`src/rtl/core/ntcts_pkg.sv`:
```
// ----------------------------------------------------------------------------
// ntcts_pkg: shared types and constants for the NTC temperature block
// Widths, curve tables, per-mode trip tables, microcode word and status types.
// ----------------------------------------------------------------------------
package ntcts_pkg;

  // Field widths.
  localparam int ADC_W  = 12;
  localparam int TEMP_W = 11;
  localparam int CPU_W  = 9;
  localparam int TRIP_W = 8;
  localparam int MODE_W = 2;

  // Divider: numerator adc*100000 needs 29 bits, divisor 4096-adc needs 13.
  localparam int NUM_W  = 29;
  localparam int DEN_W  = 13;
  localparam int RES_W  = 21;
  localparam int IDX_W  = 5;
  localparam int DIFF_W = 19;
  localparam int SLP_W  = 7;
  localparam int MAG_W  = SLP_W + DIFF_W;
  localparam int UPC_W  = 3;

  localparam int ADC_FULL  = 4096;
  localparam int RES_SCALE = 100000;

  // Number of segments; the last curve point only closes the final segment.
  localparam logic [IDX_W-1:0] NSEG = IDX_W'(17);

  localparam logic signed [TEMP_W-1:0] TEMP_HIGH = 11'sd65;
  localparam logic signed [TEMP_W-1:0] TEMP_LOW  = -11'sd30;
  localparam logic signed [TEMP_W-1:0] TEMP_BAD  = -11'sd1000;

  // Power modes: normal, and benchmark as the reset value.
  localparam logic [MODE_W-1:0] MODE_NORMAL = 2'd0;
  localparam logic [MODE_W-1:0] MODE_BENCH  = 2'd3;

  // Byte address of the power mode register.
  localparam logic [1:0] MODE_REG_ADDR = 2'd0;

  // Trend codes.
  localparam logic [1:0] TREND_DROP   = 2'd0;
  localparam logic [1:0] TREND_STABLE = 2'd1;
  localparam logic [1:0] TREND_RISE   = 2'd2;

  // Micro-operations of the datapath.
  typedef enum logic [2:0] {
    OP_NOP,
    OP_START,
    OP_DIV_GO,
    OP_RANGE,
    OP_SCAN,
    OP_MUL,
    OP_SCALE,
    OP_EMIT
  } op_t;

  // Jump conditions of the sequencer.
  typedef enum logic [2:0] {
    C_NONE,
    C_FAST,
    C_DIV_BUSY,
    C_OUT_RANGE,
    C_SCAN_MORE,
    C_OUT_FULL
  } cond_t;

  typedef logic [UPC_W-1:0] upc_t;

  typedef struct packed {
    op_t   op;
    cond_t cond;
    upc_t  target;
    logic  last;
  } uword_t;

  typedef struct packed {
    logic fast;
    logic div_busy;
    logic out_range;
    logic scan_more;
    logic out_full;
  } ustat_t;

  // Curve resistance points in ohms.
  function automatic logic [RES_W-1:0] curve_res(input logic [IDX_W-1:0] i);
    logic [RES_W-1:0] v;
    case (i)
      5'd0:    v = 21'd22220;
      5'd1:    v = 21'd27090;
      5'd2:    v = 21'd33190;
      5'd3:    v = 21'd40900;
      5'd4:    v = 21'd50680;
      5'd5:    v = 21'd63180;
      5'd6:    v = 21'd79230;
      5'd7:    v = 21'd100000;
      5'd8:    v = 21'd127000;
      5'd9:    v = 21'd162500;
      5'd10:   v = 21'd209400;
      5'd11:   v = 21'd271800;
      5'd12:   v = 21'd355600;
      5'd13:   v = 21'd469100;
      5'd14:   v = 21'd624100;
      5'd15:   v = 21'd837800;
      5'd16:   v = 21'd1135000;
      5'd17:   v = 21'd1154000;
      default: v = 21'd1154000;
    endcase
    return v;
  endfunction

  // Curve temperature points in degrees C.
  function automatic logic signed [6:0] curve_temp(input logic [IDX_W-1:0] i);
    logic signed [6:0] v;
    case (i)
      5'd0:    v = 7'sd60;
      5'd1:    v = 7'sd55;
      5'd2:    v = 7'sd50;
      5'd3:    v = 7'sd45;
      5'd4:    v = 7'sd40;
      5'd5:    v = 7'sd35;
      5'd6:    v = 7'sd30;
      5'd7:    v = 7'sd25;
      5'd8:    v = 7'sd20;
      5'd9:    v = 7'sd15;
      5'd10:   v = 7'sd10;
      5'd11:   v = 7'sd5;
      5'd12:   v = 7'sd0;
      5'd13:   v = -7'sd5;
      5'd14:   v = -7'sd10;
      5'd15:   v = -7'sd15;
      5'd16:   v = -7'sd20;
      default: v = -7'sd25;
    endcase
    return v;
  endfunction

  // Slope magnitudes; every slope of the curve is zero or negative.
  function automatic logic [SLP_W-1:0] curve_slope(input logic [IDX_W-1:0] i);
    logic [SLP_W-1:0] v;
    case (i)
      5'd0:    v = 7'd102;
      5'd1:    v = 7'd81;
      5'd2:    v = 7'd64;
      5'd3:    v = 7'd51;
      5'd4:    v = 7'd40;
      5'd5:    v = 7'd31;
      5'd6:    v = 7'd24;
      5'd7:    v = 7'd18;
      5'd8:    v = 7'd14;
      5'd9:    v = 7'd10;
      5'd10:   v = 7'd8;
      5'd11:   v = 7'd5;
      5'd12:   v = 7'd4;
      5'd13:   v = 7'd3;
      5'd14:   v = 7'd2;
      5'd15:   v = 7'd1;
      5'd16:   v = 7'd26;
      default: v = 7'd0;
    endcase
    return v;
  endfunction

  // Per-mode trip points and CPU offset.
  function automatic logic [5:0] trip0_of(input logic [MODE_W-1:0] m);
    logic [5:0] v;
    case (m)
      2'd3:    v = 6'd30;
      default: v = 6'd38;
    endcase
    return v;
  endfunction

  function automatic logic [5:0] trip1_of(input logic [MODE_W-1:0] m);
    logic [5:0] v;
    case (m)
      2'd0:    v = 6'd40;
      2'd1:    v = 6'd43;
      2'd2:    v = 6'd46;
      default: v = 6'd50;
    endcase
    return v;
  endfunction

  function automatic logic [5:0] offset_of(input logic [MODE_W-1:0] m);
    logic [5:0] v;
    case (m)
      2'd3:    v = 6'd0;
      default: v = 6'd5;
    endcase
    return v;
  endfunction

endpackage

```
`src/rtl/core/ntcts_div.sv`:
```
// ----------------------------------------------------------------------------
// ntcts_div: restoring unsigned divider
// Produces one quotient bit per cycle; the quotient is valid once busy falls.
// ----------------------------------------------------------------------------
module ntcts_div
  import ntcts_pkg::*;
(
  input  logic             clk,
  input  logic             rst_n,
  input  logic             start,
  input  logic [NUM_W-1:0] num,
  input  logic [DEN_W-1:0] den,
  output logic             busy,
  output logic [NUM_W-1:0] quot
);

  localparam int CNT_W = $clog2(NUM_W + 1);

  logic [NUM_W-1:0] nq_r, nq_nxt;
  logic [DEN_W-1:0] rem_r, rem_nxt;
  logic [DEN_W-1:0] den_r;
  logic [CNT_W-1:0] cnt_r, cnt_nxt;
  logic             busy_r, busy_nxt;
  logic [DEN_W:0]   trial;
  logic [DEN_W:0]   diff;
  logic             ge;

  // One restoring step: shift in the next numerator bit and try to subtract.
  always_comb begin
    trial = {rem_r, nq_r[NUM_W-1]};
    ge    = trial >= {1'b0, den_r};
    diff  = trial - {1'b0, den_r};
  end

  always_comb begin
    nq_nxt   = nq_r;
    rem_nxt  = rem_r;
    cnt_nxt  = cnt_r;
    busy_nxt = busy_r;
    if (start) begin
      nq_nxt   = num;
      rem_nxt  = '0;
      cnt_nxt  = CNT_W'(NUM_W);
      busy_nxt = 1'b1;
    end else if (busy_r) begin
      nq_nxt   = {nq_r[NUM_W-2:0], ge};
      rem_nxt  = ge ? diff[DEN_W-1:0] : trial[DEN_W-1:0];
      cnt_nxt  = cnt_r - 1'b1;
      busy_nxt = (cnt_r != CNT_W'(1));
    end
  end

  // Control state.
  always_ff @(posedge clk) begin
    if (!rst_n) begin
      busy_r <= 1'b0;
      cnt_r  <= '0;
    end else begin
      busy_r <= busy_nxt;
      cnt_r  <= cnt_nxt;
    end
  end

  // Working registers.
  always_ff @(posedge clk) begin
    nq_r  <= nq_nxt;
    rem_r <= rem_nxt;
    if (start) begin
      den_r <= den;
    end
  end

  assign busy = busy_r;
  assign quot = nq_r;

endmodule

```
`src/rtl/core/ntcts_seq.sv`:
```
// ----------------------------------------------------------------------------
// ntcts_seq: microcode sequencer
// Steps through a small control store and issues one control word per cycle.
// ----------------------------------------------------------------------------
module ntcts_seq
  import ntcts_pkg::*;
(
  input  logic   clk,
  input  logic   rst_n,
  input  logic   start,
  input  ustat_t stat,
  output logic   busy,
  output uword_t ctrl
);

  localparam upc_t UP_START = 3'd0;
  localparam upc_t UP_DIVGO = 3'd1;
  localparam upc_t UP_DIVWT = 3'd2;
  localparam upc_t UP_RANGE = 3'd3;
  localparam upc_t UP_SCAN  = 3'd4;
  localparam upc_t UP_MUL   = 3'd5;
  localparam upc_t UP_SCALE = 3'd6;
  localparam upc_t UP_EMIT  = 3'd7;

  localparam uword_t IDLE_WORD = '{op: OP_NOP, cond: C_NONE, target: UP_START, last: 1'b0};

  // Control store. Fast cases jump straight to the emit step.
  function automatic uword_t ucode(input upc_t pc);
    uword_t w;
    w = IDLE_WORD;
    case (pc)
      UP_START: w = '{op: OP_START,  cond: C_FAST,      target: UP_EMIT,  last: 1'b0};
      UP_DIVGO: w = '{op: OP_DIV_GO, cond: C_NONE,      target: UP_START, last: 1'b0};
      UP_DIVWT: w = '{op: OP_NOP,    cond: C_DIV_BUSY,  target: UP_DIVWT, last: 1'b0};
      UP_RANGE: w = '{op: OP_RANGE,  cond: C_OUT_RANGE, target: UP_EMIT,  last: 1'b0};
      UP_SCAN:  w = '{op: OP_SCAN,   cond: C_SCAN_MORE, target: UP_SCAN,  last: 1'b0};
      UP_MUL:   w = '{op: OP_MUL,    cond: C_NONE,      target: UP_START, last: 1'b0};
      UP_SCALE: w = '{op: OP_SCALE,  cond: C_NONE,      target: UP_START, last: 1'b0};
      UP_EMIT:  w = '{op: OP_EMIT,   cond: C_OUT_FULL,  target: UP_EMIT,  last: 1'b1};
      default:  w = IDLE_WORD;
    endcase
    return w;
  endfunction

  upc_t   upc_r, upc_nxt;
  logic   busy_r, busy_nxt;
  uword_t word;
  logic   take;

  assign word = ucode(upc_r);

  // Evaluate the jump condition of the current word.
  always_comb begin
    case (word.cond)
      C_NONE:      take = 1'b0;
      C_FAST:      take = stat.fast;
      C_DIV_BUSY:  take = stat.div_busy;
      C_OUT_RANGE: take = stat.out_range;
      C_SCAN_MORE: take = stat.scan_more;
      C_OUT_FULL:  take = stat.out_full;
      default:     take = 1'b0;
    endcase
  end

  // Next step counter.
  always_comb begin
    upc_nxt  = upc_r;
    busy_nxt = busy_r;
    if (!busy_r) begin
      if (start) begin
        busy_nxt = 1'b1;
        upc_nxt  = UP_START;
      end
    end else if (word.last && !take) begin
      busy_nxt = 1'b0;
      upc_nxt  = UP_START;
    end else if (take) begin
      upc_nxt = word.target;
    end else begin
      upc_nxt = upc_r + 1'b1;
    end
  end

  always_ff @(posedge clk) begin
    if (!rst_n) begin
      busy_r <= 1'b0;
      upc_r  <= UP_START;
    end else begin
      busy_r <= busy_nxt;
      upc_r  <= upc_nxt;
    end
  end

  assign busy = busy_r;
  assign ctrl = busy_r ? word : IDLE_WORD;

endmodule

```
`src/rtl/core/ntcts_dp.sv`:
```
// ----------------------------------------------------------------------------
// ntcts_dp: datapath of the NTC temperature block
// Holds the word being worked on, the thermal state and the output register,
// and carries out the micro-operations issued by the sequencer.
// ----------------------------------------------------------------------------
module ntcts_dp
  import ntcts_pkg::*;
#(
  parameter int READ_HOLD = 6
) (
  input  logic                     clk,
  input  logic                     rst_n,
  input  logic                     accept,
  input  logic                     in_command,
  input  logic [ADC_W-1:0]         in_adc_value,
  input  logic                     in_adc_valid,
  input  logic signed [TEMP_W-1:0] in_ntc_reading,
  input  logic signed [CPU_W-1:0]  in_cpu_reading,
  input  logic [TRIP_W-1:0]        in_cpu_trip,
  input  logic [MODE_W-1:0]        mode,
  input  uword_t                   ctrl,
  output ustat_t                   stat,
  output logic                     div_start,
  output logic [NUM_W-1:0]         div_num,
  output logic [DEN_W-1:0]         div_den,
  input  logic                     div_busy,
  input  logic [NUM_W-1:0]         div_quot,
  input  logic                     out_stall,
  output logic                     out_valid,
  output logic signed [TEMP_W-1:0] out_temperature,
  output logic [1:0]               out_trend,
  output logic                     out_cpu_hot
);

  localparam int CNT_W = $clog2(READ_HOLD + 1);
  localparam int SCALE_STEPS = 5;
  localparam logic [NUM_W-1:0] RES_SCALE_N = NUM_W'(RES_SCALE);

  // Captured word.
  logic                     cmd_r;
  logic [ADC_W-1:0]         adc_r;
  logic                     adc_ok_r;
  logic signed [TEMP_W-1:0] ntc_r;
  logic signed [CPU_W-1:0]  cpu_r;
  logic [TRIP_W-1:0]        trip_r;

  // Thermal state.
  logic signed [TEMP_W-1:0] held_r, held_nxt;
  logic [CNT_W-1:0]         rc_r, rc_nxt;
  logic                     hot_r, hot_nxt;

  // Working registers.
  logic signed [TEMP_W-1:0] result_r, result_nxt;
  logic [IDX_W-1:0]         idx_r, idx_nxt;
  logic [MAG_W-1:0]         mag_r, mag_nxt;

  // Output register.
  logic                     out_valid_r;
  logic signed [TEMP_W-1:0] out_temp_r;
  logic [1:0]               out_trend_r;
  logic                     out_hot_r;

  logic [CNT_W:0]           n_cnt;
  logic                     hit;
  logic signed [11:0]       ntc_s, cpu_s, trip_s, t0_s, off_s;
  logic                     hot_set, hot_clr, sel_ntc;
  logic signed [TEMP_W-1:0] sel_temp;
  logic                     r_lo, r_hi;
  logic [NUM_W-1:0]         seg_diff;
  logic [2:0]               q;
  logic signed [6:0]        seg_temp;
  logic signed [TEMP_W-1:0] trip1_s;
  logic [1:0]               trend;
  logic                     emit;

  // Read counter against the hold limit.
  always_comb begin
    n_cnt = {1'b0, rc_r} + 1'b1;
    hit   = (held_r != TEMP_BAD) && (n_cnt <= (CNT_W + 1)'(READ_HOLD));
    if (hit || n_cnt <= (CNT_W + 1)'(READ_HOLD)) begin
      rc_nxt = n_cnt[CNT_W-1:0];
    end else begin
      rc_nxt = '0;
    end
  end

  // Policy update: hysteresis on the hot flag and source selection.
  always_comb begin
    ntc_s   = {ntc_r[TEMP_W-1], ntc_r};
    cpu_s   = {{(12 - CPU_W){cpu_r[CPU_W-1]}}, cpu_r};
    trip_s  = {{(12 - TRIP_W){1'b0}}, trip_r};
    t0_s    = {6'b0, trip0_of(mode)};
    off_s   = {6'b0, offset_of(mode)};
    hot_set = (cpu_s >= trip_s - 12'sd1) && (ntc_s >= t0_s);
    hot_clr = (cpu_s <= trip_s - 12'sd2) || (ntc_s < t0_s - 12'sd1);
    if (mode == MODE_NORMAL) begin
      hot_nxt = (hot_r | hot_set) & ~hot_clr;
    end else begin
      hot_nxt = 1'b0;
    end
    sel_ntc  = (ntc_r != TEMP_BAD) && (ntc_s < t0_s) && (cpu_s < trip_s + off_s);
    sel_temp = sel_ntc ? ntc_r : {{(TEMP_W - CPU_W){cpu_r[CPU_W-1]}}, cpu_r};
  end

  // Resistance from the divider, range checks and segment arithmetic.
  always_comb begin
    r_lo     = div_quot < NUM_W'(curve_res('0));
    r_hi     = div_quot > NUM_W'(curve_res(NSEG));
    seg_diff = div_quot - NUM_W'(curve_res(idx_r));
    q        = '0;
    for (int j = 1; j <= SCALE_STEPS; j++) begin
      if (mag_r >= MAG_W'(j * RES_SCALE)) begin
        q = q + 3'd1;
      end
    end
  end

  // Temperature at the start of the selected segment.
  assign seg_temp = curve_temp(idx_r);

  // Divider request: numerator adc*100000, divisor 4096-adc.
  assign div_start = (ctrl.op == OP_DIV_GO);
  assign div_num   = NUM_W'(adc_r) * RES_SCALE_N;
  assign div_den   = DEN_W'(ADC_FULL) - DEN_W'(adc_r);

  // Status flags for the sequencer.
  always_comb begin
    stat.fast      = cmd_r | hit | ~adc_ok_r;
    stat.div_busy  = div_busy;
    stat.out_range = r_lo | r_hi;
    stat.scan_more = div_quot > NUM_W'(curve_res(idx_r + 1'b1));
    stat.out_full  = out_valid_r & out_stall;
  end

  assign emit = (ctrl.op == OP_EMIT) && !stat.out_full;

  // Trend of the held temperature against the mode's upper trip.
  always_comb begin
    trip1_s = {5'b0, trip1_of(mode)};
    if (held_r > trip1_s) begin
      trend = TREND_RISE;
    end else if (held_r < trip1_s) begin
      trend = TREND_DROP;
    end else begin
      trend = TREND_STABLE;
    end
  end

  // Micro-operation decode.
  always_comb begin
    held_nxt   = held_r;
    result_nxt = result_r;
    idx_nxt    = idx_r;
    mag_nxt    = mag_r;
    case (ctrl.op)
      OP_START: begin
        if (cmd_r) begin
          held_nxt   = ntc_r;
          result_nxt = sel_temp;
        end else if (hit) begin
          result_nxt = held_r;
        end else begin
          result_nxt = TEMP_BAD;
        end
      end
      OP_RANGE: begin
        idx_nxt    = '0;
        result_nxt = r_lo ? TEMP_HIGH : TEMP_LOW;
      end
      OP_SCAN: begin
        if (stat.scan_more) begin
          idx_nxt = idx_r + 1'b1;
        end
      end
      OP_MUL: begin
        mag_nxt = MAG_W'(curve_slope(idx_r)) * MAG_W'(seg_diff[DIFF_W-1:0]);
      end
      OP_SCALE: begin
        result_nxt = {{(TEMP_W - 7){seg_temp[6]}}, seg_temp}
                     - {{(TEMP_W - 3){1'b0}}, q};
      end
      default: begin
      end
    endcase
  end

  // Capture the input word.
  always_ff @(posedge clk) begin
    if (accept) begin
      cmd_r    <= in_command;
      adc_r    <= in_adc_value;
      adc_ok_r <= in_adc_valid;
      ntc_r    <= in_ntc_reading;
      cpu_r    <= in_cpu_reading;
      trip_r   <= in_cpu_trip;
    end
  end

  // Thermal state and output handshake.
  always_ff @(posedge clk) begin
    if (!rst_n) begin
      held_r      <= TEMP_BAD;
      rc_r        <= '0;
      hot_r       <= 1'b0;
      out_valid_r <= 1'b0;
    end else begin
      held_r <= held_nxt;
      if (ctrl.op == OP_START) begin
        if (cmd_r) begin
          hot_r <= hot_nxt;
        end else begin
          rc_r <= rc_nxt;
        end
      end
      if (emit) begin
        out_valid_r <= 1'b1;
      end else if (!out_stall) begin
        out_valid_r <= 1'b0;
      end
    end
  end

  // Working and output payload registers.
  always_ff @(posedge clk) begin
    result_r <= result_nxt;
    idx_r    <= idx_nxt;
    mag_r    <= mag_nxt;
    if (emit) begin
      out_temp_r  <= result_r;
      out_trend_r <= trend;
      out_hot_r   <= hot_r;
    end
  end

  assign out_valid       = out_valid_r;
  assign out_temperature = out_temp_r;
  assign out_trend       = out_trend_r;
  assign out_cpu_hot     = out_hot_r;

endmodule

```
`src/rtl/core/ntc_temperature_and_thermal_select.sv`:
```
// ----------------------------------------------------------------------------
// ntc_temperature_and_thermal_select: NTC conversion and thermal source select
// A word with command 1 (policy update), a held-temperature reuse or an ADC
// that is not ready goes from the start step straight to the emit step. A
// full conversion runs the one-bit-per-cycle restoring divider that finds the
// resistance, then the range check, the linear scan over the curve segments,
// the slope multiply, scaling and result load. A conversion whose resistance
// falls outside the curve skips the scan, multiply and scaling. One word is
// worked on at a time; the next word can be taken on the cycle after the
// result is loaded, even while that result still waits on out_stall. The user
// must write the power mode register through the APB port only while the
// block is idle; the block itself does not enforce this.
// ----------------------------------------------------------------------------
module ntc_temperature_and_thermal_select
  import ntcts_pkg::*;
#(
  parameter int READ_HOLD = 6
) (
  input  logic                     clk,
  input  logic                     rst_n,
  // Input channel
  input  logic                     in_valid,
  output logic                     in_stall,
  input  logic                     in_command,
  input  logic [ADC_W-1:0]         in_adc_value,
  input  logic                     in_adc_valid,
  input  logic signed [TEMP_W-1:0] in_ntc_reading,
  input  logic signed [CPU_W-1:0]  in_cpu_reading,
  input  logic [TRIP_W-1:0]        in_cpu_trip,
  // Result channel
  output logic                     out_valid,
  input  logic                     out_stall,
  output logic signed [TEMP_W-1:0] out_temperature,
  output logic [1:0]               out_trend,
  output logic                     out_cpu_hot,
  // Configuration port
  input  logic                     psel,
  input  logic                     penable,
  input  logic                     pwrite,
  input  logic [1:0]               paddr,
  input  logic [31:0]              pwdata,
  output logic [31:0]              prdata,
  output logic                     pready
);

  logic              busy;
  logic              accept;
  uword_t            ctrl;
  ustat_t            stat;
  logic              div_start;
  logic [NUM_W-1:0]  div_num;
  logic [DEN_W-1:0]  div_den;
  logic              div_busy;
  logic [NUM_W-1:0]  div_quot;
  logic [MODE_W-1:0] mode_r;

  // Configuration register; a single word, so the byte offset is ignored on write.
  always_ff @(posedge clk) begin
    if (!rst_n) begin
      mode_r <= MODE_BENCH;
    end else if (psel && penable && pwrite && pready) begin
      mode_r <= pwdata[MODE_W-1:0];
    end
  end

  assign pready = 1'b1;
  assign prdata = (paddr == MODE_REG_ADDR) ? {{(32 - MODE_W){1'b0}}, mode_r} : 32'd0;

  // Input handshake: one word in flight.
  assign in_stall = busy;
  assign accept   = in_valid && !busy;

  ntcts_seq u_seq (
    .clk   (clk),
    .rst_n (rst_n),
    .start (accept),
    .stat  (stat),
    .busy  (busy),
    .ctrl  (ctrl)
  );

  ntcts_div u_div (
    .clk   (clk),
    .rst_n (rst_n),
    .start (div_start),
    .num   (div_num),
    .den   (div_den),
    .busy  (div_busy),
    .quot  (div_quot)
  );

  ntcts_dp #(
    .READ_HOLD (READ_HOLD)
  ) u_dp (
    .clk             (clk),
    .rst_n           (rst_n),
    .accept          (accept),
    .in_command      (in_command),
    .in_adc_value    (in_adc_value),
    .in_adc_valid    (in_adc_valid),
    .in_ntc_reading  (in_ntc_reading),
    .in_cpu_reading  (in_cpu_reading),
    .in_cpu_trip     (in_cpu_trip),
    .mode            (mode_r),
    .ctrl            (ctrl),
    .stat            (stat),
    .div_start       (div_start),
    .div_num         (div_num),
    .div_den         (div_den),
    .div_busy        (div_busy),
    .div_quot        (div_quot),
    .out_stall       (out_stall),
    .out_valid       (out_valid),
    .out_temperature (out_temperature),
    .out_trend       (out_trend),
    .out_cpu_hot     (out_cpu_hot)
  );

endmodule

```
`config.mk`:
```
export PLATFORM = sky130hd
export DESIGN_NAME = ntc_temperature_and_thermal_select
export DESIGN_NICKNAME = d
export VERILOG_FILES = /design/src/rtl/core/ntcts_pkg.sv /design/src/rtl/core/ntcts_div.sv /design/src/rtl/core/ntcts_seq.sv /design/src/rtl/core/ntcts_dp.sv /design/src/rtl/core/ntc_temperature_and_thermal_select.sv
export SDC_FILE = /design/constraint.sdc
export NUM_CORES = 1
export LEC_CHECK = 0
export BUFFER_PORTS_ARGS = -buffer_cell sky130_fd_sc_hd__buf_2
export CORE_ASPECT_RATIO = 1.25
export CORE_MARGIN = 2
export CORE_UTILIZATION = 30
export CTS_CLUSTER_DIAMETER = 50
export CTS_CLUSTER_SIZE = 24
export DETAILED_ROUTE_END_ITERATION = 16
export PLACE_DENSITY = 0.5
export SETUP_SLACK_MARGIN = 0.5
export SLEW_MARGIN = 20
export SYNTH_ARGS = -nofsm -noshare
export SYNTH_HDL_FRONTEND = slang
export SYNTH_HIERARCHICAL = 1
export SYNTH_SLANG_ARGS = --single-unit
export TNS_END_PERCENT = 10
```
`constraint.sdc`:
```
create_clock -name clk -period 6.3 [get_ports clk]
set_clock_uncertainty 0.2 [all_clocks]
set_input_delay 1.26 -clock clk [delete_from_list [all_inputs] [get_ports clk]]
set_output_delay 1.26 -clock clk [all_outputs]
set_load 0.005 [all_outputs]
```
Yosys cells after proc, flatten, opt, wreduce, memory -nomap -nowiden
Memories as Yosys holds them, arrays and structs flattened. A register that Yosys moved wholly into a read port is not among the register bits.
Index checks and enable logic that the tools add are counted.

storage, ports and cells
  memories = 5
  logic and storage cells = 164
  register bits after elaboration = 181
  bits of input ports = 83
  output and inout port bits = 49
  bits in read-only memories = 1,808

memory list
  memory            depth  width  read ports  clocked after Yosys merged registers in  write ports  RTL line          source
  (name not given)  32     20     1           0                                        0            ntcts_pkg.sv:88   case (i)
  (name not given)  32     20     1           1                                        0            ntcts_pkg.sv:88
  (name not given)  32     7      1           1                                        0            ntcts_pkg.sv:141  case (i)
  (name not given)  32     7      1           1                                        0            ntcts_pkg.sv:115  case (i)
  (name not given)  8      10     1           1                                        0            ntcts_seq.sv:31   case (pc)

cells by class
  eq/ne operators = 20
  multipliers = 2
  reduce and logical (&&, ||, !) cells = 24
  bitwise logic cells = 10
  add/subtract/negate cells = 16
  muxes and demuxes = 43
  order comparisons = 18

operators with widths
  cell                                                                                   count
  26-bit by 19-bit greater-or-equal comparator with 1-bit output, second input constant  3
  29-bit 2-to-1 mux                                                                      2
  11-bit 2-to-1 mux                                                                      4
  3-bit 2-to-1 mux                                                                       12
  11-bit by 7-bit < comparator with 1-bit output                                         3
  11-bit case mux with 3 select lines                                                    1
  5-bit 2-to-1 mux                                                                       6
  29-bit by 21-bit greater-than comparator with 1-bit output                             1
  29-bit by 21-bit greater-than comparator with 1-bit output, second input constant      1
  29-bit by 15-bit < comparator with 1-bit output, second input constant                 1
  26-bit by 17-bit greater-or-equal comparator with 1-bit output, second input constant  1
  26-bit by 18-bit greater-or-equal comparator with 1-bit output, second input constant  1
  7-bit by 19-bit multiplier with 26-bit output                                          1
  12-bit by 12-bit multiplier with 24-bit output, second input constant                  1
  11-bit inequality test, second input constant                                          2
  19-bit subtractor                                                                      1
  3-bit equality test, second input constant                                             6
  5-bit case mux with 3 select lines                                                     1
  14-bit by 13-bit greater-or-equal comparator with 1-bit output                         1
  13-bit 2-to-1 mux                                                                      1
  13-bit by 12-bit subtractor with 13-bit output, first input constant                   1
  13-bit subtractor                                                                      1
  3-bit by 1-bit adder with 3-bit output, second input constant                          4
  3-bit by 2-bit equality test with 1-bit output, second input constant                  4
  39 further kinds                                                                       73

Logic depth before layout (Yosys ltp)
Gate-level depths: netlist of the first run.

  depth in word-level cells = 12
  gate-level depth with buffers = 28
  gate-level depth less buffers = 28

Modules after synthesis
Netlist of the first run, hierarchy kept.

by module, submodules not included
  module                              area each (µm²)  cells each  sequential area each (µm²)  instances
  ntcts_dp                            16,284.4         1,753       3,903.7                     1
  ntcts_div                           3,230.6          272         1,641.6                     1
  ntcts_seq                           658.1            70          260.2                       1
  ntc_temperature_and_thermal_select  337.8            45          40.0                        1

Worst setup path after synthesis of the first run
OpenSTA, ideal clock, no wires.

  path type = reg-to-reg
  start = reg u_div.nq_r[1] (netlist: u_div/quot[1])
  end = reg u_dp.mag_r[24], data pin
  buffers on the path = 0
  required time = 5.843 ns
  data arrival time = 6.273 ns
  slack = -0.430 ns
  period minus slack after synthesis = 6.730 ns
  library setup time = 0.257 ns
  stages on the path, launching flop included = 26
  cell sequence = edfxtp_1 inv_1 ha_1 fa_1 nand2b_1 a21boi_0 o21a_1 o211ai_1 a21oi_1 o31ai_1 nor3_1 a211o_1 and2_1 fa_1 fa_1 fa_1 fa_1 ha_1 a21o_1 a21o_1 or4_1 o221ai_1 o21ai_0 o21ai_0 nand2b_1 xor2_1

on the way
  longest elaborated chain between the ends = 2

ends and longest elaborated chain
  item                                           RTL line         source
  from (decl)                                    ntcts_div.sv:19  logic [NUM_W-1:0] nq_r, nq_nxt;
  from (signal assigned)                         ntcts_div.sv:66  nq_r <= nq_nxt;
  19-bit subtractor                              ntcts_dp.sv:109  seg_diff = div_quot - NUM_W'(curve_res(idx_r));
  7-bit by 19-bit multiplier with 26-bit output  ntcts_dp.sv:176  mag_nxt = MAG_W'(curve_slope(idx_r)) * MAG_W'(seg_diff[DIFF_W-1:0]);
  to (signal assigned)                           ntcts_dp.sv:227  mag_r <= mag_nxt;
  to (decl)                                      ntcts_dp.sv:55   logic [MAG_W-1:0] mag_r, mag_nxt;

No other way between the ends.
A chain may end at the register's enable or synchronous reset.

Worst setup path after layout of the first run
  start = reg u_div.nq_r[1] (netlist: u_div/quot[1])
  end = reg u_dp.mag_r[22], data pin

Same word-level chain as after synthesis.

==> flow_summary.yaml, run 1 <==
critical_path:
  r2r_end: "u_dp/mag_r[22]"
  crit_start: "u_div/quot[1]"
  slowest_delay_ps: 530
  path_max_fanout: 4
  worstPathRequired_ps: 6390
  critPathKind: "register to register"
  slowest_stage: "fa_1"
  path_depth: 27
  crit_family: "adder cells"
  endpoint_kind: "register"
  cp.arrival_ps: 6760
  rr_worst_depth: 27
  startpoint_type: "register"
  endpoint: "u_dp/mag_r[22]"
  cp_num_buf_inv: 6
  r2r_slack_ps: -370
  r2r_start: "u_div/quot[1]"
  path_common_cell: "fa_1"
global_route:
  grt_pass1_wl_mm: 83.1
  grt_pass1_vias: 16300
  antenna_found_initial: 0
  grt_max_degree: 45
  grt_overflow: 0
  grt_usage_pct: 14.6
detailed_routing:
  detail-route-antenna-nets: 0
  drt-initial-drc-count: 847
  dr_total_vias: 15700
  drc_errors: 0
  first_pass_iters: 5
  vias_per_cell: 4.88
  wl_per_cell_um: 15.8
  drt-total-wl_mm: 50.7
sta:
  finalCritPeriodShare_pct: 106
  maxSlewHeadroom_pct: 35.5
  drv_slew: 0
  setup_viol_count_final: 11
  fmax_mhz: 150
  finalWorstSetupSlack_ps: -375
  rsz0062_at_grt: "true"
  worst_pin_slew_ps: 959
  fin_crit_ps: 6670
  fin_hold_ws_ps: 209
  setup_tns_ps: -2180
  hold_violations: 0
run:
  maxCapViolCount: 0
final_layout:
  fin_cells: 3215
  n_fill_cell: 6850
  antenna_cells: 0
  utilization_pct: 35.6
  multi_input_area_um2: 13700
  area_growth_pct: 17.9
  final_common_cell: "ha_1"
  final_cell_mix: "245 x ha_1, 232 x inv_1, 171 x nand2_1"
  seq_area_um2: 5850
  drive_gt1_share_pct: 17.5
  nets: 2769
power:
  power_frac_seq_pct: 22.0
  internal_power_mw: 5.60
  power.density_nw_per_um2: 389
  clkPwrFrac_pct: 21.9
  swShare_pct: 40.4
  peakVddDrop_mv: 0.181
  comb_power_share_pct: 56.1
  fin_total_pwr_mw: 9.40
  p_leak_nw: 10.9
  switchingPower_mw: 3.80
die:
  rows: 107
  start_util_pct: 30.2
  die_h_um: 296
  die_area_um2: 70400
  ios: 132
  core_um2: 67900
  die_x_um: 238
clock_tree:
  cts_buffers: 37
  cts_tree: "built"
  max-clock-path-buffers: 3
  clk_latency_ps: 560
  holdBufCountCts: 0
  h-tree-depth: 2
  clk_pin_slew_worst_paths_ps: 50
  ctsRootBufferMaster: "clkbuf_16"
  clock_sinks: 222
placement:
  dp_hpwl_mm: 39.9
  place.gp.congestion: 0.842
  placedCellCount: 3136
  port-buffer-count: 70
synth:
  synth_area_um2: 20500
  syn_area_per_cell_um2: 9.59
  yosysWarningCount: 6
  postSynthCellCount: 2137
run_status:
  violations: "negative setup slack"
  outcome: "finished, violations left"
min_path:
  hp-class: "register to register"
layout make-up:
class | instances | area share, %
clock buffers | 44 | 4.13
flip-flops and latches | 222 | 24.2
repair buffers | 206 | 5.72
well taps | 872 | 4.52
inverters | 239 | 3.71
multi-input cells | 1608 | 56.6
clock inverters | 24 | 1.12
worst min-delay path by stage:
stage                       from  cells after the start                        to  slack [ps]
6_report        u_dp/result_r[8]                      0   u_dp/out_temperature[8]         210
5_1_grt         u_dp/result_r[9]                      0   u_dp/out_temperature[9]         230
4_1_cts         u_dp/result_r[8]                      0   u_dp/out_temperature[8]         210
3_5_place_dp   u_dp/result_r[10]                      0  u_dp/out_temperature[10]         210
3_3_place_gp    u_dp/result_r[7]                      0   u_dp/out_temperature[7]         210
2_1_floorplan   u_dp/result_r[0]                      0   u_dp/out_temperature[0]         200
metrics by stage:
step / worst slack, ps / area [µm²]
after detailed placement: -613 / 22500
final: -375 / 24200
after global routing: -672 / 24200
after CTS: -425 / 24000
after global placement: -557 / 22500
after floorplan: -174 / 20700
layer usage:
layer / vias up / GRT usage (%) / share of wire [%]
met5: - / 0 / 0
met4: 0 / 5.43 / 3.2
met3: 86 / 1.98 / 3.3
met2: 294 / 27.1 / 51
met1: 7573 / 17.0 / 42
li1: 7739 / - / -
power by group through the flow:
| stage | combinational [mW] | sequential, mW | clock (mW) |
|---|---|---|---|
| 2_1_floorplan | 3.65 | 1.99 | 0 |
| 3_3_place_gp | 4.98 | 2.10 | 0 |
| 3_5_place_dp | 5.04 | 2.10 | 0 |
| 4_1_cts | 5.19 | 2.07 | 2.12 |
| 5_1_grt | 5.99 | 2.10 | 2.19 |
| 6_report | 5.27 | 2.07 | 2.06 |
repair_timing:
action,in CTS,in global routing
pin swaps,14,32
setup endpoints to repair,18,40
buffers inserted,4,7
resized for setup,29,34
worst reg2reg max path: stages (launching register included):
cell	delay, ps
edfxtp_1	350
inv_2	70
ha_4	170
fa_2	360
nand2b_4	150
a21boi_2	150
o21a_1	150
o211ai_1	140
a21oi_2	250
o31ai_4	100
buf_4	150
o211ai_1	330
and2_4	220
fa_1	410
fa_1	480
fa_1	490
inv_1	50
fa_1	530
inv_1	60
ha_4	240
a21o_1	200
or4_4	500
o221ai_4	210
buf_6	130
buf_6	80
nor2b_1	40
o21ai_1	120
a21oi_1	80
Note: power is estimated with default switching activity, not from simulation.
==> inputs of run 2 (changes only) <==
--- a/config.mk
+++ b/config.mk
@@ -6,13 +6,12 @@
 export NUM_CORES = 1
 export LEC_CHECK = 0
 export BUFFER_PORTS_ARGS = -buffer_cell sky130_fd_sc_hd__buf_2
-export CORE_ASPECT_RATIO = 1.25
 export CORE_MARGIN = 2
-export CORE_UTILIZATION = 30
+export CORE_UTILIZATION = 57
 export CTS_CLUSTER_DIAMETER = 50
 export CTS_CLUSTER_SIZE = 24
 export DETAILED_ROUTE_END_ITERATION = 16
-export PLACE_DENSITY = 0.5
+export PLACE_DENSITY = 0.82
 export SETUP_SLACK_MARGIN = 0.5
 export SLEW_MARGIN = 20
 export SYNTH_ARGS = -nofsm -noshare
==> run 2 against run 1 <==
  * The run still ends with negative setup slack left
  * Sequential share of layout area increased by 1.1 points
  * Clock power down 24%
  * Hold slack improved by 3.4 ps
  * Non-clock buffer count shrank 21
  * Cell count shrank 14%
  * Largest cell class unchanged
  * Highest routed layer unchanged
==> flow_summary.yaml, run 2 (synthesized netlist as in run 1, its figures left out) <==
run_status:
  outcome: "finished, violations left"
  violations: "negative setup slack"
die:
  die_x_um: 194
  rows: 69
  die_h_um: 194
  ios: 132
  start_util_pct: 57.7
  die_area_um2: 37500
  core_um2: 35500
power:
  swShare_pct: 42.3
  internal_power_mw: 5.12
  fin_total_pwr_mw: 8.87
  power.density_nw_per_um2: 384
  clkPwrFrac_pct: 17.6
  power_frac_seq_pct: 23.1
  comb_power_share_pct: 59.2
  switchingPower_mw: 3.76
  peakVddDrop_mv: 0.300
  p_leak_nw: 10.6
clock_tree:
  h-tree-depth: 1
  ctsRootBufferMaster: "clkbuf_16"
  clk_latency_ps: 560
  cts_buffers: 26
  cts_tree: "built"
  clk_pin_slew_worst_paths_ps: 70
  clock_sinks: 222
  max-clock-path-buffers: 3
sta:
  setup_tns_ps: -2770
  finalWorstSetupSlack_ps: -420
  worst_pin_slew_ps: 951
  hold_violations: 0
  fmax_mhz: 149
  maxSlewHeadroom_pct: 36.0
  setup_viol_count_final: 10
  drv_slew: 0
  rsz0062_at_grt: "true"
  fin_crit_ps: 6720
  finalCritPeriodShare_pct: 107
global_route:
  antenna_found_initial: 0
  grt_pass1_wl_mm: 79.7
  grt_overflow: 0
  grt_usage_pct: 25.3
  grt_pass1_vias: 16800
  grt_max_degree: 44
final_layout:
  nets: 2737
  final_common_cell: "ha_1"
  n_fill_cell: 2644
  drive_gt1_share_pct: 15.7
  area_growth_pct: 12.7
  antenna_cells: 0
  final_cell_mix: "248 x ha_1, 233 x inv_1, 171 x nand2_1"
min_path:
  whs_path_depth: 0
  hp-class: "register to register"
detailed_routing:
  dr_total_vias: 16100
  drc_errors: 0
  detail-route-antenna-nets: 0
  drt-initial-drc-count: 1038
  first_pass_iters: 5
  drt-total-wl_mm: 47.0
  wl_per_cell_um: 17.0
  vias_per_cell: 5.82
placement:
  place.gp.congestion: 0.905
  dp_hpwl_mm: 35.7
  port-buffer-count: 70
critical_path:
  startpoint_type: "register"
  rr_worst_depth: 27
  critPathKind: "register to register"
  path_max_fanout: 6
  cp.arrival_ps: 6820
  worstPathRequired_ps: 6400
  endpoint_kind: "register"
run:
  maxCapViolCount: 0
run 2: cell count changes in the layout (fill, tap and decap cells not counted), moves of 3 or more:
| cell | change |
|---|---|
| buf_4 | -19 |
| clkbuf_16 | -11 |
| and2_1 | +5 |
| and2_4 | -5 |
| inv_6 | -5 |
| clkinv_8 | +4 |
| ha_1 | +3 |
| xnor2_1 | +3 |
| xnor2_2 | -3 |
run 2: layer usage:
metal | GRT usage (%) | vias up | wire length, µm | share of wire (%)
met2 | 44.5 | 529 | 23400 | 50
met5 | 0 | - | 0 | 0
met3 | 2.89 | 101 | 2500 | 5.3
met1 | 32.2 | 7797 | 19800 | 42
li1 | - | 7663 | - | -
met4 | 8.88 | 0 | 1290 | 2.7
run 2: worst paths after layout:
kind,from,end,slack [ps]
setup / recovery,u_div/quot[1],u_dp/mag_r[24],-420
hold reg to reg,u_dp/result_r[8],u_dp/out_temperature[8],210
hold / removal,u_dp/result_r[8],u_dp/out_temperature[8],210
setup reg to reg,u_div/quot[1],u_dp/mag_r[24],-420
run 2: critical path, cell delays in order (launching register included):
cell	delay (ps)
edfxtp_1	360
inv_2	70
ha_4	160
fa_2	340
nand2b_4	150
a21boi_2	150
o21a_1	180
o211ai_1	150
a21oi_2	250
o31ai_4	100
buf_4	160
xnor2_4	140
and2_1	190
fa_1	560
fa_1	450
fa_1	540
inv_2	40
fa_2	530
inv_2	40
ha_4	150
a21o_1	180
a21o_1	180
or4_4	490
o221ai_4	220
o21ai_2	100
o21ai_1	160
nand2b_1	80
xor2_1	140
run 2: stage by stage:
step | instances | cell area [µm²] | setup slack (ps) | hold WS [ps] | util (%)
floorplan | 2170 | 20700 | -174 | 200 | -
global placement | 2709 | 21900 | -450 | 204 | 61.7
detailed placement | 2709 | 21900 | -583 | 215 | 61.7
CTS | 2760 | 23000 | -400 | 223 | 64.7
global route | 2763 | 23100 | -699 | 228 | 65.1
finish | 2763 | 23100 | -420 | 213 | 65.1
run 2: cell type report:
cell class | instances | area [µm²] | share of cell area, %
clock inverters | 19 | 231 | 1.00
inverters | 239 | 897 | 3.89
clock buffers | 29 | 693 | 3.00
flip-flops and latches | 222 | 5850 | 25.3
well taps | 461 | 577 | 2.50
repair buffers | 185 | 1220 | 5.27
multi-input cells | 1608 | 13600 | 59.0
run 2: timing repair:
action	CTS	global route
pin swaps	29	23
setup buffers	3	3
hold buffers	0	0
endpoints found under the hold margin	0	0
resized for setup	29	18
endpoints found under the setup margin	18	34
run 2: power groups by stage:
| stage | Sequential, mW | Combinational, mW | Clock (mW) |
|---|---|---|---|
| CTS | 2.05 | 5.12 | 1.60 |
| floorplan | 1.99 | 3.65 | 0 |
| finish | 2.05 | 5.26 | 1.56 |
| global placement | 2.07 | 4.74 | 0 |
| detailed placement | 2.08 | 4.96 | 0 |
| global route | 2.08 | 5.90 | 1.66 |
